<file path="src/hdl/assert_macros.svh">
// assertion helpers used by the parser core
`ifndef ASSERT_MACROS_SVH
`define ASSERT_MACROS_SVH

// property that must hold on every clock edge out of reset
`define ASSERT_ALWAYS(label, clk, rst, prop, msg) \
   label: assert property (@(posedge clk) disable iff (rst) (prop)) else $error(msg);

// trigger in one cycle implies result in the next cycle
`define ASSERT_NEXT(label, clk, rst, trig, res, msg) \
   label: assert property (@(posedge clk) disable iff (rst) (trig) |=> (res)) else $error(msg);

`endif

</file>
<file path="src/hdl/mnp_pkg.sv">
`default_nettype none

package mnp_pkg;

   // result queue geometry
   localparam int RES_DEPTH = 4;
   localparam int RES_PTR_W = $clog2(RES_DEPTH);
   localparam int RES_CNT_W = $clog2(RES_DEPTH + 1);

   // register indexes on the csr port
   localparam logic CSR_OCTAVE_FLOOR   = 1'b0;
   localparam logic CSR_OCTAVE_CEILING = 1'b1;

   // reset values of the octave bounds
   localparam logic signed [3:0] OCTAVE_FLOOR_RESET   = -4'sd3;
   localparam logic        [2:0] OCTAVE_CEILING_RESET = 3'd3;

   // tune characters
   localparam logic [7:0] CHR_SHARP   = 8'h23;  // '#'
   localparam logic [7:0] CHR_FLAT    = 8'h21;  // '!'
   localparam logic [7:0] CHR_PLUS    = 8'h2b;
   localparam logic [7:0] CHR_MINUS   = 8'h2d;
   localparam logic [7:0] CHR_DOT     = 8'h2e;
   localparam logic [7:0] CHR_ZERO    = 8'h30;
   localparam logic [7:0] CHR_THREE   = 8'h33;
   localparam logic [7:0] CHR_NINE    = 8'h39;
   localparam logic [7:0] CHR_A       = 8'h41;
   localparam logic [7:0] CHR_G       = 8'h47;
   localparam logic [7:0] CHR_H       = 8'h48;
   localparam logic [7:0] CHR_I       = 8'h49;
   localparam logic [7:0] CHR_Q       = 8'h51;
   localparam logic [7:0] CHR_S       = 8'h53;
   localparam logic [7:0] CHR_T       = 8'h54;
   localparam logic [7:0] CHR_W       = 8'h57;
   localparam logic [7:0] CHR_X       = 8'h58;
   localparam logic [7:0] CHR_LOWER_A = 8'h61;
   localparam logic [7:0] CHR_LOWER_Z = 8'h7a;
   localparam logic [7:0] CASE_OFFSET = 8'h20;

   localparam logic [3:0] PITCH_TOP = 4'd11;
   localparam logic [2:0] DOT_MAX   = 3'd7;

   typedef enum logic [1:0] {
      KIND_END  = 2'd0,
      KIND_NOTE = 2'd1,
      KIND_REST = 2'd2,
      KIND_DRUM = 2'd3
   } event_kind_type;

   typedef enum logic [2:0] {
      DUR_THIRTYSECOND = 3'd0,
      DUR_SIXTEENTH    = 3'd1,
      DUR_EIGHTH       = 3'd2,
      DUR_QUARTER      = 3'd3,
      DUR_HALF         = 3'd4,
      DUR_WHOLE        = 3'd5
   } duration_type;

   // running parser state
   typedef struct packed {
      logic [2:0]        duration;
      logic              triplet;
      logic [2:0]        dots;
      logic signed [3:0] octave;
      logic              pend_valid;
      logic [3:0]        pend_pitch;
   } parse_state_type;

   // one result record
   typedef struct packed {
      event_kind_type    kind;
      logic [3:0]        pitch;
      logic signed [3:0] octave;
      logic [2:0]        duration;
      logic              triplet;
      logic [2:0]        dots;
      logic              last;
   } result_type;

   // semitone of note letters A to G
   function automatic logic [3:0] letter_pitch(input logic [2:0] idx);
      logic [3:0] p;
      case (idx)
         3'd0:    p = 4'd9;
         3'd1:    p = 4'd11;
         3'd2:    p = 4'd0;
         3'd3:    p = 4'd2;
         3'd4:    p = 4'd4;
         3'd5:    p = 4'd5;
         3'd6:    p = 4'd7;
         default: p = 4'd0;
      endcase
      return p;
   endfunction

endpackage

`default_nettype wire

</file>
<file path="src/hdl/music_string_note_parser_core.sv">
// channel  dir  ports                          contents
// req      in   req_tvalid/tready/tdata/tuser  tdata: symbol; tuser: end_of_tune
// rsp      out  rsp_tvalid/tready/tdata/tuser  tdata: note fields; tuser: kind; tlast
// csr      in   csr_valid/ready/index/data     octave floor and ceiling writes
//
// one request per cycle is taken while the result queue has two free slots
// results of a request are written to the result queue when it is accepted and wait there behind older results
// a request with two results puts both records on the result port in turn
// reset is synchronous, no clearing pass
// a stalled result port drops req_tready once three of the four queue entries are used
`default_nettype none
`include "assert_macros.svh"

module music_string_note_parser_core (
   input  wire logic        clock,
   input  wire logic        reset,
   input  wire logic        req_tvalid,
   output logic             req_tready,
   input  wire logic [7:0]  req_tdata,   // [7:0] symbol
   input  wire logic        req_tuser,   // [0] end_of_tune
   output logic             rsp_tvalid,
   input  wire logic        rsp_tready,
   // [3:0] pitch_class, [7:4] octave, [10:8] duration_code, [11] is_triplet,
   // [14:12] dot_count, [15] zero
   output logic [15:0]      rsp_tdata,
   output logic [1:0]       rsp_tuser,   // [1:0] event_kind
   output logic             rsp_tlast,   // last_result
   input  wire logic        csr_valid,
   output logic             csr_ready,
   input  wire logic        csr_index,
   input  wire logic [3:0]  csr_data
);
   import mnp_pkg::*;

   parse_state_type      state_ff;
   parse_state_type      state_in;
   logic signed [3:0]    floor_ff;
   logic [2:0]           ceiling_ff;
   result_type           res_first;
   result_type           res_second;
   result_type           res_head;
   logic [1:0]           res_count;
   logic [1:0]           push_count;
   logic                 room_for_two;
   logic                 req_accept;
   logic [RES_CNT_W-1:0] fill;

   assign csr_ready  = 1'b1;
   assign req_tready = room_for_two;
   assign req_accept = req_tvalid && req_tready;
   assign push_count = req_accept ? res_count : 2'd0;

   // character decode
   mnp_decode u_decode (
      .symbol         (req_tdata),
      .end_of_tune    (req_tuser),
      .state_now      (state_ff),
      .octave_floor   (floor_ff),
      .octave_ceiling (ceiling_ff),
      .state_in       (state_in),
      .res_first      (res_first),
      .res_second     (res_second),
      .res_count      (res_count)
   );

   // parser state, updated on each accepted request
   always_ff @(posedge clock) begin
      if (reset) begin
         state_ff <= '0;
      end else if (req_accept) begin
         state_ff <= state_in;
      end
   end

   // octave bound registers
   always_ff @(posedge clock) begin
      if (reset) begin
         floor_ff   <= OCTAVE_FLOOR_RESET;
         ceiling_ff <= OCTAVE_CEILING_RESET;
      end else if (csr_valid) begin
         unique case (csr_index)
            CSR_OCTAVE_FLOOR:   floor_ff   <= csr_data;
            CSR_OCTAVE_CEILING: ceiling_ff <= csr_data[2:0];
            default: ;
         endcase
      end
   end

   // result queue
   mnp_result_fifo u_result_fifo (
      .clock        (clock),
      .reset        (reset),
      .push_count   (push_count),
      .push_first   (res_first),
      .push_second  (res_second),
      .room_for_two (room_for_two),
      .out_valid    (rsp_tvalid),
      .out_ready    (rsp_tready),
      .out_data     (res_head),
      .fill         (fill)
   );

   // result port packing
   assign rsp_tdata = {1'b0, res_head.dots, res_head.triplet, res_head.duration,
                       res_head.octave, res_head.pitch};
   assign rsp_tuser = res_head.kind;
   assign rsp_tlast = res_head.last;

   `ASSERT_ALWAYS(a_fill_bound, clock, reset, fill <= RES_CNT_W'(RES_DEPTH), "result queue overflow")
   `ASSERT_NEXT(a_end_clears_pending, clock, reset, req_accept && req_tuser, !state_ff.pend_valid, "pending note survived end of tune")
   `ASSERT_NEXT(a_end_gives_result, clock, reset, req_accept && req_tuser, rsp_tvalid, "end of tune produced no result")

endmodule

`default_nettype wire

</file>
<file path="src/hdl/mnp_decode.sv">
`default_nettype none

module mnp_decode (
   input  wire logic [7:0]                 symbol,
   input  wire logic                       end_of_tune,
   input  wire mnp_pkg::parse_state_type   state_now,
   input  wire logic signed [3:0]          octave_floor,
   input  wire logic [2:0]                 octave_ceiling,
   output mnp_pkg::parse_state_type        state_in,
   output mnp_pkg::result_type             res_first,
   output mnp_pkg::result_type             res_second,
   output logic [1:0]                      res_count
);
   import mnp_pkg::*;

   logic [7:0]        chr;
   logic signed [4:0] oct_wide;
   logic signed [4:0] floor_wide;
   logic signed [4:0] ceil_wide;
   logic signed [4:0] oct_up;
   logic signed [4:0] oct_down;
   logic              is_letter;
   logic              is_drum;
   result_type        base;

   // case folding and widened octave arithmetic
   always_comb begin
      chr = symbol;
      if (symbol >= CHR_LOWER_A && symbol <= CHR_LOWER_Z) begin
         chr = symbol - CASE_OFFSET;
      end
      oct_wide   = {state_now.octave[3], state_now.octave};
      floor_wide = {octave_floor[3], octave_floor};
      ceil_wide  = {2'b00, octave_ceiling};
      oct_up     = oct_wide + 5'sd1;
      oct_down   = oct_wide - 5'sd1;
      is_letter  = (chr >= CHR_A) && (chr <= CHR_G);
      is_drum    = (chr >= CHR_ZERO) && (chr <= CHR_NINE) && (chr != CHR_THREE);
   end

   // record with the settings in force before this character
   always_comb begin
      base.kind     = KIND_NOTE;
      base.pitch    = state_now.pend_pitch;
      base.octave   = state_now.octave;
      base.duration = state_now.duration;
      base.triplet  = state_now.triplet;
      base.dots     = state_now.dots;
      base.last     = 1'b0;
   end

   // results and next state
   always_comb begin
      state_in   = state_now;
      res_first  = base;
      res_second = base;
      res_count  = 2'd0;

      if (end_of_tune) begin
         // flush the held note, then the end marker
         state_in.pend_valid = 1'b0;
         res_second.kind  = KIND_END;
         res_second.pitch = 4'd0;
         res_second.last  = 1'b1;
         if (state_now.pend_valid) begin
            res_count = 2'd2;
         end else begin
            res_first = res_second;
            res_count = 2'd1;
         end
      end else if (state_now.pend_valid && (chr == CHR_SHARP || chr == CHR_FLAT)) begin
         // accidental is consumed by the held note
         state_in.pend_valid = 1'b0;
         res_first.last = 1'b1;
         res_count = 2'd1;
         if (chr == CHR_SHARP) begin
            if (state_now.pend_pitch == PITCH_TOP) begin
               res_first.pitch  = 4'd0;
               res_first.octave = (oct_up > ceil_wide) ? ceil_wide[3:0] : oct_up[3:0];
            end else begin
               res_first.pitch = state_now.pend_pitch + 4'd1;
            end
         end else begin
            if (state_now.pend_pitch == 4'd0) begin
               res_first.pitch  = PITCH_TOP;
               res_first.octave = (oct_down < floor_wide) ? floor_wide[3:0] : oct_down[3:0];
            end else begin
               res_first.pitch = state_now.pend_pitch - 4'd1;
            end
         end
      end else begin
         state_in.pend_valid = 1'b0;

         // setting changes
         case (chr)
            CHR_T: begin
               state_in.duration = DUR_THIRTYSECOND;
               state_in.triplet  = 1'b0;
               state_in.dots     = 3'd0;
            end
            CHR_S: begin
               state_in.duration = DUR_SIXTEENTH;
               state_in.triplet  = 1'b0;
               state_in.dots     = 3'd0;
            end
            CHR_I: begin
               state_in.duration = DUR_EIGHTH;
               state_in.triplet  = 1'b0;
               state_in.dots     = 3'd0;
            end
            CHR_Q: begin
               state_in.duration = DUR_QUARTER;
               state_in.triplet  = 1'b0;
               state_in.dots     = 3'd0;
            end
            CHR_H: begin
               state_in.duration = DUR_HALF;
               state_in.triplet  = 1'b0;
               state_in.dots     = 3'd0;
            end
            CHR_W: begin
               state_in.duration = DUR_WHOLE;
               state_in.triplet  = 1'b0;
               state_in.dots     = 3'd0;
            end
            CHR_THREE: state_in.triplet = 1'b1;
            CHR_DOT: begin
               if (state_now.dots < DOT_MAX) begin
                  state_in.dots = state_now.dots + 3'd1;
               end
            end
            CHR_PLUS: begin
               if (oct_wide < ceil_wide) begin
                  state_in.octave = oct_up[3:0];
               end
            end
            CHR_MINUS: begin
               if (oct_wide > floor_wide) begin
                  state_in.octave = oct_down[3:0];
               end
            end
            default: ;
         endcase

         // new note letter is held for one character
         if (is_letter) begin
            state_in.pend_valid = 1'b1;
            state_in.pend_pitch = letter_pitch(3'(chr - CHR_A));
         end

         // rest or drum record, settings are unchanged by these characters
         res_second.pitch = 4'd0;
         res_second.last  = 1'b1;
         if (chr == CHR_X) begin
            res_second.kind = KIND_REST;
         end else begin
            res_second.kind  = KIND_DRUM;
            res_second.pitch = chr[3:0];
         end

         // assemble the held note and the immediate record
         if (state_now.pend_valid) begin
            if (chr == CHR_X || is_drum) begin
               res_count = 2'd2;
            end else begin
               res_first.last = 1'b1;
               res_count = 2'd1;
            end
         end else if (chr == CHR_X || is_drum) begin
            res_first = res_second;
            res_count = 2'd1;
         end
      end
   end

endmodule

`default_nettype wire

</file>
<file path="src/hdl/mnp_result_fifo.sv">
`default_nettype none

module mnp_result_fifo (
   input  wire logic                 clock,
   input  wire logic                 reset,
   input  wire logic [1:0]           push_count,
   input  wire mnp_pkg::result_type  push_first,
   input  wire mnp_pkg::result_type  push_second,
   output logic                      room_for_two,
   output logic                      out_valid,
   input  wire logic                 out_ready,
   output mnp_pkg::result_type       out_data,
   output logic [mnp_pkg::RES_CNT_W-1:0] fill
);
   import mnp_pkg::*;

   result_type           entry_ff [RES_DEPTH];
   logic [RES_PTR_W-1:0] wr_ptr_ff;
   logic [RES_PTR_W-1:0] wr_ptr_in;
   logic [RES_PTR_W-1:0] wr_next;
   logic [RES_PTR_W-1:0] rd_ptr_ff;
   logic [RES_PTR_W-1:0] rd_ptr_in;
   logic [RES_CNT_W-1:0] count_ff;
   logic [RES_CNT_W-1:0] count_in;
   logic                 pop;

   // status toward both sides
   always_comb begin
      out_valid    = (count_ff != '0);
      out_data     = entry_ff[rd_ptr_ff];
      room_for_two = (count_ff <= RES_CNT_W'(RES_DEPTH - 2));
      fill         = count_ff;
      pop          = out_valid && out_ready;
      wr_next      = wr_ptr_ff + RES_PTR_W'(1);
      wr_ptr_in    = wr_ptr_ff + RES_PTR_W'(push_count);
      rd_ptr_in    = pop ? rd_ptr_ff + RES_PTR_W'(1) : rd_ptr_ff;
      count_in     = count_ff + RES_CNT_W'(push_count) - RES_CNT_W'(pop);
   end

   // pointers and fill level
   always_ff @(posedge clock) begin
      if (reset) begin
         wr_ptr_ff <= '0;
         rd_ptr_ff <= '0;
         count_ff  <= '0;
      end else begin
         wr_ptr_ff <= wr_ptr_in;
         rd_ptr_ff <= rd_ptr_in;
         count_ff  <= count_in;
      end
   end

   // record storage, up to two writes per cycle
   always_ff @(posedge clock) begin
      if (push_count != 2'd0) begin
         entry_ff[wr_ptr_ff] <= push_first;
      end
      if (push_count == 2'd2) begin
         entry_ff[wr_next] <= push_second;
      end
   end

endmodule

`default_nettype wire

</file>
<file path="config.mk">
export PLATFORM = sky130hd
export DESIGN_NAME = music_string_note_parser_core
export DESIGN_NICKNAME = d
export VERILOG_FILES = /design/src/hdl/mnp_pkg.sv /design/src/hdl/music_string_note_parser_core.sv /design/src/hdl/mnp_decode.sv /design/src/hdl/mnp_result_fifo.sv
export VERILOG_INCLUDE_DIRS = /design/src /design/src/hdl
export SDC_FILE = /design/constraint.sdc
export NUM_CORES = 1
export LEC_CHECK = 0
export BUFFER_PORTS_ARGS = -buffer_cell sky130_fd_sc_hd__buf_4
export CORE_MARGIN = 2
export CORE_UTILIZATION = 55
export CTS_CLUSTER_DIAMETER = 40
export DETAILED_ROUTE_END_ITERATION = 8
export PLACE_DENSITY = 0.74
export SLEW_MARGIN = 30
export SYNTH_ARGS = -nofsm -noshare
export SYNTH_HDL_FRONTEND = slang
export SYNTH_SLANG_ARGS = --single-unit
</file>
<file path="constraint.sdc">
create_clock -name clock -period 3.66 [get_ports clock]
set_input_delay 0.366 -clock clock [delete_from_list [all_inputs] [get_ports clock]]
set_output_delay 0.366 -clock clock [all_outputs]
set_load 0.05 [all_outputs]
</file>
==> results.toml, run 1 <==
[logic_synthesis]
ys_ff_latch = 104
netlist.area_leader.share_pct = 35.5
yosysTopAreaCell = "edfxtp_1"
syn_avg_cell_area_um2 = 11.2
yosysMostFrequentCell = "edfxtp_1"
synthArstFlopShare_pct = 0
syn-cell-area_um2 = 6100
synth_cells = 545
synthTopCellsByCount = "edfxtp_1 (72), nand2_1 (34), nor2_1 (34), dfxtp_1 (32)"
synth_cell_type_count = 80
synth_nets = 593
synth_edf_count = 72
yosys_warnings = 0
synth_area_leaders = "edfxtp_1 (35%), dfxtp_1 (11%), mux4_2 (6.6%)"
ys.flop_type = "edfxtp_1"
ys_seq_area_share_pct = 46.0

[final_layout]
drive_gt1_share_pct = 19.8
postLayoutCoreUtil_pct = 62.2
postLayoutCellArea_um2 = 6740
diodes = 0
nets = 618
fin_cells = 715
area_delta_synth_final_pct = 10.5

[floorplan]
dieArea_um2 = 11900
die_w_um = 109
boundaryPins = 41
die_height_um = 109
initial_core_util_pct = 56.3
core_um2 = 10800
row_count = 38

[timing]
tightest_slew_ns = 0.877
fin_setup_tns_ns = 0
min_period_ns = 3.42
layout_setup_ws_ns = 0.245
relSlewSlack_pct = 41.4
timing_hold_violations_final = 0
finalCritPeriodShare_pct = 93.3
timing.hold.ws_ns = 0.205
setup_viol = 0
rsz0062_at_grt = "no"
slew_viol_final = 0
fmax_mhz = 293
clock_skew_ns = 0.0153

[clock_tree]
clkSlewWorstSetupHoldPaths_ns = 0.11
htreeDepth = 3
clockBufferDepth = 2
cts_tree = "done"
cts_root_buf = "clkbuf_8"
cts.repair.resized = 0
cts_buffers = 9
insertion_delay_ns = 0.39
cts_sinks = 104
cts_hold_buf = 0
post-cts-setup-buffer-count = 0

[place]
io_buffers = 38
dp_cells = 699
placed_area_um2 = 6520
gp_congestion = 0.886
dp_hpwl_mm = 9.63
pre_cts_ws_ns = 0.0652

[routing]
dr.first_iter.drc_count = 335
drc = 0
wl_mm = 13.4
dr.pass1.iters = 7
via_per_inst = 6.26
antenna_left = 0
post_drt_wl_per_cell_um = 18.7
vias = 4475

[global_route]
antenna_found_initial = 0
overflow = 0
grt_max_degree = 28
globalRouteTotalUtil_pct = 23.7
grt_pass1_vias = 4275
grt_pass1_wl_mm = 21.7

[run_status]
outcome = "completed"

[run]
cap_violations = 0

[worst_setup_path]
start_kind = "flip-flop"
worst-path-max-fanout = 9
critical_path_class = "flip-flop to flip-flop"
crit_arrival_ns = 3.56
worst_setup_path_end_kind = "flip-flop"
required_ns = 3.81

[power]
max-vdd-ir-drop_mv = 0.389
p_leak_nw = 2.46
total_power_mw = 3.17
p_per_area_nw_per_um2 = 471

[min_path]
hp-class = "primary input to flip-flop"
[registers in the layout, indices dropped and copies added, names as in the netlist, named ones only]
name                     cells
state_ff                    16
floor_ff                     4
u_result_fifo.entry_ff      72
ceiling_ff                   3
u_result_fifo.wr_ptr_ff      2
u_result_fifo.fill           3
u_result_fifo.rd_ptr_ff      2
[layout make-up]
| class | count | area, um^2 |
|---|---|---|
| fill | 906 | 4100 |
| multi-input combinational | 381 | 3060 |
| sequential | 104 | 2800 |
| timing repair buffer | 48 | 385 |
| tap | 140 | 175 |
| clock buffer | 12 | 165 |
| inverter | 26 | 97.6 |
| clock inverter | 4 | 58.8 |
[layer usage]
layer / vias up / GRT usage [%] / wire [um]
met5: - / 0 / 0
met4: 0 / 8.23 / 211
met3: 18 / 2.37 / 692
met2: 149 / 37.7 / 6330
met1: 2198 / 34.3 / 6170
li1: 2110 / - / -
[where the power goes]
part	internal [mW]	switching, mW
Sequential	1.32	0.0543
Clock	0.381	0.409
Combinational	0.381	0.626
Total	2.08	1.09
[kinds of logic after synthesis]
kind of cell	count (synthesis)	synth area share, %
fa+ha+maj	29	6.07
mux	48	11.6
flops	104	46.0
other cells	2	0.123
compound gates	126	15.2
buf+inv	60	4.10
simple gates	159	14.5
xor+xnor	17	2.44
[worst paths after layout]
| check | slack [ns] | endpoint | startpoint | cells after the start |
|---|---|---|---|---|
| hold / removal | 0.21 | floor_ff[0] | csr_data[0] | 3 |
| setup reg to reg | 0.24 | u_result_fifo.entry_ff[0][10] | state_ff[6] | 9 |
| hold reg to reg | 0.49 | ceiling_ff[1] | ceiling_ff[1] | 1 |
| setup / recovery | 0.24 | u_result_fifo.entry_ff[0][10] | state_ff[6] | 9 |
[cells in the final DEF (no fill, tap or decap), drive strengths merged, types with 8 or more instances in the layout]
master   n
dfxtp   32
clkbuf  12
ha      28
a21oi   29
buf     48
nor2    37
nor3     9
o22ai    8
edfxtp  72
inv     27
xnor2   13
nor2b   14
mux4    18
a211oi   9
o21ai   27
nand3   11
mux2i   28
nand2   34
[worst max-delay path, cell delays in order (launching register included)]
cell,delay (ns)
dfxtp_1,0.52
inv_1,0.11
ha_1,0.25
nor2b_1,0.15
or2_2,0.29
ha_1,0.29
or3b_2,0.48
o21bai_1,0.33
mux2_2,0.43
a311o_1,0.33
(Power assumes the default switching activity.)
==> run 2, diff against run 1 <==
ABC_AREA = 1   (was default)
==> results.toml, run 2 <==
[run_status]
outcome = "completed"

[final_layout]
largest_reg_flops = 72
top_register = "u_result_fifo.entry_ff"
area_delta_synth_final_pct = 9.93
mostFrequentLayoutCells = "nand2_1 (158), nor2_1 (88), o21ai_0 (79)"
regArea_um2 = 2800
multiInputGateArea_um2 = 2840
drive_gt1_share_pct = 12.2
final_common_cell = "nand2_1"
diodes = 0
nets = 821
postLayoutCoreUtil_pct = 61.9
reg_top3 = "u_result_fifo.entry_ff (72), state_ff (16), floor_ff (4)"
fillers = 923

[worst_setup_path]
worst_setup_path_end_kind = "flip-flop"
crit_arrival_ns = 3.31
start_kind = "flip-flop"
critical_path_class = "flip-flop to flip-flop"
crit_path_frequent_cell = "nand2_1"
path_cells = "clkinv_1 -> ha_1 -> xor2_1 -> ha_1 -> nand2_1 -> inv_1 -> o21ai_0 -> nand4_1 -> nand2_1 -> inv_1 -> o21ai_0 -> o221ai_1 -> nand3_1 -> nand2_1"
crit_buf_inv = 3
slowest_stage = "dfxtp_1"
crit_family = "simple AND/OR/NAND/NOR gates"
reg2reg_from = "state_ff[6]"
slowest_delay_ns = 0.46
cp-startpoint = "state_ff[6]"
required_ns = 3.78
worst-path-max-fanout = 9

[timing]
relSlewSlack_pct = 39.8
clock_skew_ns = 0.0151
slew_viol_final = 0
min_period_ns = 3.19
setup_viol = 0
timing_hold_violations_final = 0
rsz0062_at_grt = "no"
fin_setup_tns_ns = 0
tightest_slew_ns = 0.897
finalCritPeriodShare_pct = 87.0
fmax_mhz = 314

[floorplan]
dieArea_um2 = 11900
die_height_um = 109
initial_core_util_pct = 56.3
row_count = 38
boundaryPins = 41
core_um2 = 10800
die_w_um = 109

[clock_tree]
post-cts-setup-buffer-count = 0
clkSlewWorstSetupHoldPaths_ns = 0.10
cts_buffers = 9
cts_tree = "done"
cts_hold_buf = 0
insertion_delay_ns = 0.37
cts_sinks = 104
cts_root_buf = "clkbuf_8"
cts.repair.resized = 0
clockBufferDepth = 2
htreeDepth = 3

[logic_synthesis]
synth_nets = 788
synthAdderAreaFrac_pct = 6.10
syn-cell-area_um2 = 6070
ys.flop_type = "edfxtp_1"
synthMuxAreaShare_pct = 0
synth_area_leaders = "edfxtp_1 (36%), dfxtp_1 (11%), nand2_1 (9.8%)"
ys_seq_area_share_pct = 46.1
synth_cells = 740
yosysMostFrequentCell = "nand2_1"
synthTopCellsByCount = "nand2_1 (158), nor2_1 (88), o21ai_0 (79), edfxtp_1 (72), inv_1 (72)"
synth_cell_type_count = 38
syn_avg_cell_area_um2 = 8.21
yosysTopAreaCell = "edfxtp_1"
netlist.area_leader.share_pct = 35.6
synth_edf_count = 72
synth_top_family_by_area = "simple AND/OR/NAND/NOR gates"
synth_compound_area_share_pct = 14.5
synth-simple-area-share_pct = 24.9
synth_xor_area_share_pct = 1.01
synthArstFlopShare_pct = 0
yosys_warnings = 0
ys_ff_latch = 104

[global_route]
globalRouteTotalUtil_pct = 25.1
grt_pass1_wl_mm = 23.1
grt_max_degree = 37
overflow = 0
antenna_found_initial = 0
grt_pass1_vias = 4788

[routing]
dr.first_iter.drc_count = 361
post_drt_wl_per_cell_um = 15.1
drc = 0
antenna_left = 0
via_per_inst = 5.59
dr.pass1.iters = 5
vias = 5126
wl_mm = 13.9

[place]
io_buffers = 38
dp_hpwl_mm = 10.1
gp_congestion = 0.928

[min_path]
min_from = "csr_data[3]"
hp-class = "primary input to flip-flop"

[power]
max-vdd-ir-drop_mv = 0.310
p_leak_nw = 2.90
p_per_area_nw_per_um2 = 483

[run]
cap_violations = 0
## run 2: cell families after synthesis
kind of cell / Yosys count
AO/OA/AOI/OAI: 159
XOR/XNOR: 7
adder cells (fa/ha/maj): 29
buffers and inverters: 107
flip-flops: 104
other: 2
AND/OR/NAND/NOR: 332
## run 2: worst paths after layout
check	cells after the start	end	slack, ns
worst max register to register	14	u_result_fifo.entry_ff[1][8]	0.47
worst min-delay path	3	floor_ff[3]	0.20
worst min register to register	1	u_result_fifo.rd_ptr_ff[0]	0.48
worst max-delay path	14	u_result_fifo.entry_ff[1][8]	0.47
## run 2: metrics by stage
stage	setup WS [ns]	total power, mW	hold slack [ns]	area, um^2	instances
6_report	0.475	3.22	0.201	6680	917
5_1_grt	0.166	3.38	0.204	6680	917
3_5_place_dp	0.256	2.48	0.470	6470	902
4_1_cts	0.496	3.24	0.196	6680	917
2_1_floorplan	0.569	2.17	0.437	6070	740
3_3_place_gp	0.368	2.45	0.454	6470	902
## run 2: layer usage
layer  track usage (%)  vias to the layer above  share of wire [%]
met3              4.06                       22                5.9
li1                  -                     2566                  -
met5                 0                        -                  0
met2              40.7                      169                 47
met1              34.7                     2369                 45
met4              7.88                        0                1.9
## run 2: power by group
group | internal (mW) | switching (mW)
sequential | 1.32 | 0.0391
clock | 0.383 | 0.386
combinational | 0.307 | 0.785
total | 2.01 | 1.21
## run 2: tightest hold or removal path: cells and delay by family
kind,cells,cell delay (ns)
AOI/OAI and AO/OA,1,0.06
buffers and inverters,1,0.08
and+or+nand+nor,1,0.04
## run 2: cell type report
| cell class | instances | share of cell area (%) |
|---|---|---|
| inverters | 84 | 4.72 |
| repair buffers | 45 | 5.06 |
| flip-flops and latches | 104 | 42.0 |
| clock inverters | 5 | 1.24 |
| clock buffers | 10 | 1.91 |
| well taps | 140 | 2.62 |
| multi-input cells | 529 | 42.5 |
==> run 3, diff against run 2 <==
CORE_UTILIZATION = 59   (was 55)
PLACE_DENSITY = 0.76   (was 0.74)
clock period = 3.4 ns   (was 3.66 ns; I/O delays follow)
==> results.toml, run 3 (synthesized netlist as in run 2, its figures left out) <==
[final_layout]
fillers = 823
nets = 829
drive_gt1_share_pct = 13.2
largest_reg_flops = 72
reg_top3 = "u_result_fifo.entry_ff (72), state_ff (16), floor_ff (4)"
area_delta_synth_final_pct = 11.3
diodes = 0
mostFrequentLayoutCells = "nand2_1 (158), nor2_1 (88), o21ai_0 (79)"
top_register = "u_result_fifo.entry_ff"
final_common_cell = "nand2_1"

[power]
p_leak_nw = 2.94
seqPwrFrac_pct = 42.8
max-vdd-ir-drop_mv = 0.290
clkPwrFrac_pct = 22.3
internal_power_mw = 2.11
total_power_mw = 3.42
p_comb_share_pct = 34.9
swShare_pct = 38.3
p_switching_mw = 1.31
p_per_area_nw_per_um2 = 506

[floorplan]
row_count = 37
boundaryPins = 41
initial_core_util_pct = 59.9
die_w_um = 105
die_height_um = 105
core_um2 = 10100
dieArea_um2 = 11100

[worst_setup_path]
path_cells = "clkinvlp_4 -> ha_1 -> xor2_2 -> ha_1 -> nand2_1 -> inv_1 -> o21ai_0 -> nand4_1 -> nand2_1 -> inv_1 -> o21ai_0 -> o221ai_1 -> nand3_1 -> nand2_1"
rrSetupSlack_ns = 0.31
worst-path-max-fanout = 9
path_depth = 14
ff2ff_path_depth = 14
required_ns = 3.52
crit_buf_inv = 3
slowest_delay_ns = 0.48
slowest_stage = "dfxtp_1"
cp-startpoint = "state_ff[6]"
crit_end = "u_result_fifo.entry_ff[0][8]"
critical_path_class = "flip-flop to flip-flop"
worst_setup_path_end_kind = "flip-flop"
crit_arrival_ns = 3.21
reg2reg_from = "state_ff[6]"
worstReg2RegEnd = "u_result_fifo.entry_ff[0][8]"
start_kind = "flip-flop"
crit_path_frequent_cell = "nand2_1"
crit_family = "simple AND/OR/NAND/NOR gates"

[global_route]
grt_pass1_vias = 4905
overflow = 0
antenna_found_initial = 0
grt_max_degree = 37
grt_pass1_wl_mm = 23.6
globalRouteTotalUtil_pct = 26.5

[run_status]
outcome = "completed"

[routing]
vias = 5222
drc = 0
post_drt_wl_per_cell_um = 15.2
antenna_left = 0
dr.pass1.iters = 6
wl_mm = 14.0
via_per_inst = 5.66
dr.first_iter.drc_count = 459

[clock_tree]
htreeDepth = 3
cts_sinks = 104
cts_buffers = 9
cts_root_buf = "clkbuf_8"
clockBufferDepth = 2
cts.repair.resized = 0
insertion_delay_ns = 0.37
clkSlewWorstSetupHoldPaths_ns = 0.10
cts_hold_buf = 0
post-cts-setup-buffer-count = 0
cts_tree = "done"

[timing]
fmax_mhz = 324
min_period_ns = 3.09
fin_setup_tns_ns = 0
clock_skew_ns = 0.0139
finalCritPeriodShare_pct = 90.9
relSlewSlack_pct = 57.6
timing_hold_violations_final = 0
rsz0062_at_grt = "no"
setup_viol = 0
slew_viol_final = 0
tightest_slew_ns = 0.634

[place]
io_buffers = 38
dp_hpwl_mm = 10.3
gp_congestion = 0.881

[run]
cap_violations = 0

[min_path]
hp-class = "primary input to flip-flop"
## run 3: metrics by stage
step	worst slack (ns)	utilization (%)	area [um^2]	hold slack [ns]	std cells
floorplan	0.335	-	6070	0.437	740
finish	0.309	66.7	6760	0.171	922
global route	0.105	66.7	6760	0.197	922
global placement	0.276	64.7	6560	0.454	906
detailed placement	0.164	64.7	6560	0.466	906
CTS	0.259	66.6	6750	0.164	922
## run 3: per-layer routing
metal  vias up  global-route usage, %  share of wire [%]
met2       196                   44.1                 49
met4         0                   8.48                1.6
met3        22                   3.71                5.9
li1       2579                      -                  -
met5         -                      0                  0
met1      2425                   35.9                 43
## run 3: worst min path at each step
stage                               startpoint  slack (ns)            end  cells after the start
finish                             csr_data[0]        0.17  ceiling_ff[0]                      3
global placement    u_result_fifo.rd_ptr_ff[1]        0.45      flip-flop                      2
CTS                                csr_data[0]        0.16  ceiling_ff[0]                      3
global route                       csr_data[0]        0.20  ceiling_ff[0]                      3
floorplan           u_result_fifo.rd_ptr_ff[1]        0.44      flip-flop                      2
detailed placement  u_result_fifo.rd_ptr_ff[1]        0.47      flip-flop                      2
## run 3: power groups by stage
stage,Sequential (mW),Clock [mW],Combinational [mW]
3_5_place_dp,1.49,0,1.19
4_1_cts,1.46,0.772,1.19
6_report,1.47,0.761,1.19
2_1_floorplan,1.48,0,0.858
3_3_place_gp,1.49,0,1.17
5_1_grt,1.47,0.822,1.28
## run 3: area by class of cell
| class | instances | area (um^2) | area share, % |
|---|---|---|---|
| Clock buffer | 11 | 131 | 1.94 |
| Clock inverter | 5 | 56.3 | 0.833 |
| Inverter | 84 | 319 | 4.72 |
| Multi-Input combinational cell | 529 | 2840 | 42.1 |
| Sequential cell | 104 | 2800 | 41.5 |
| Tap cell | 136 | 170 | 2.52 |
| Timing Repair Buffer | 53 | 435 | 6.44 |
## run 3: tightest hold or removal path, delay by kind of cell
kind                   cells  cell delay, ns
AND/OR/NAND/NOR            2            0.09
buffers and inverters      1            0.09
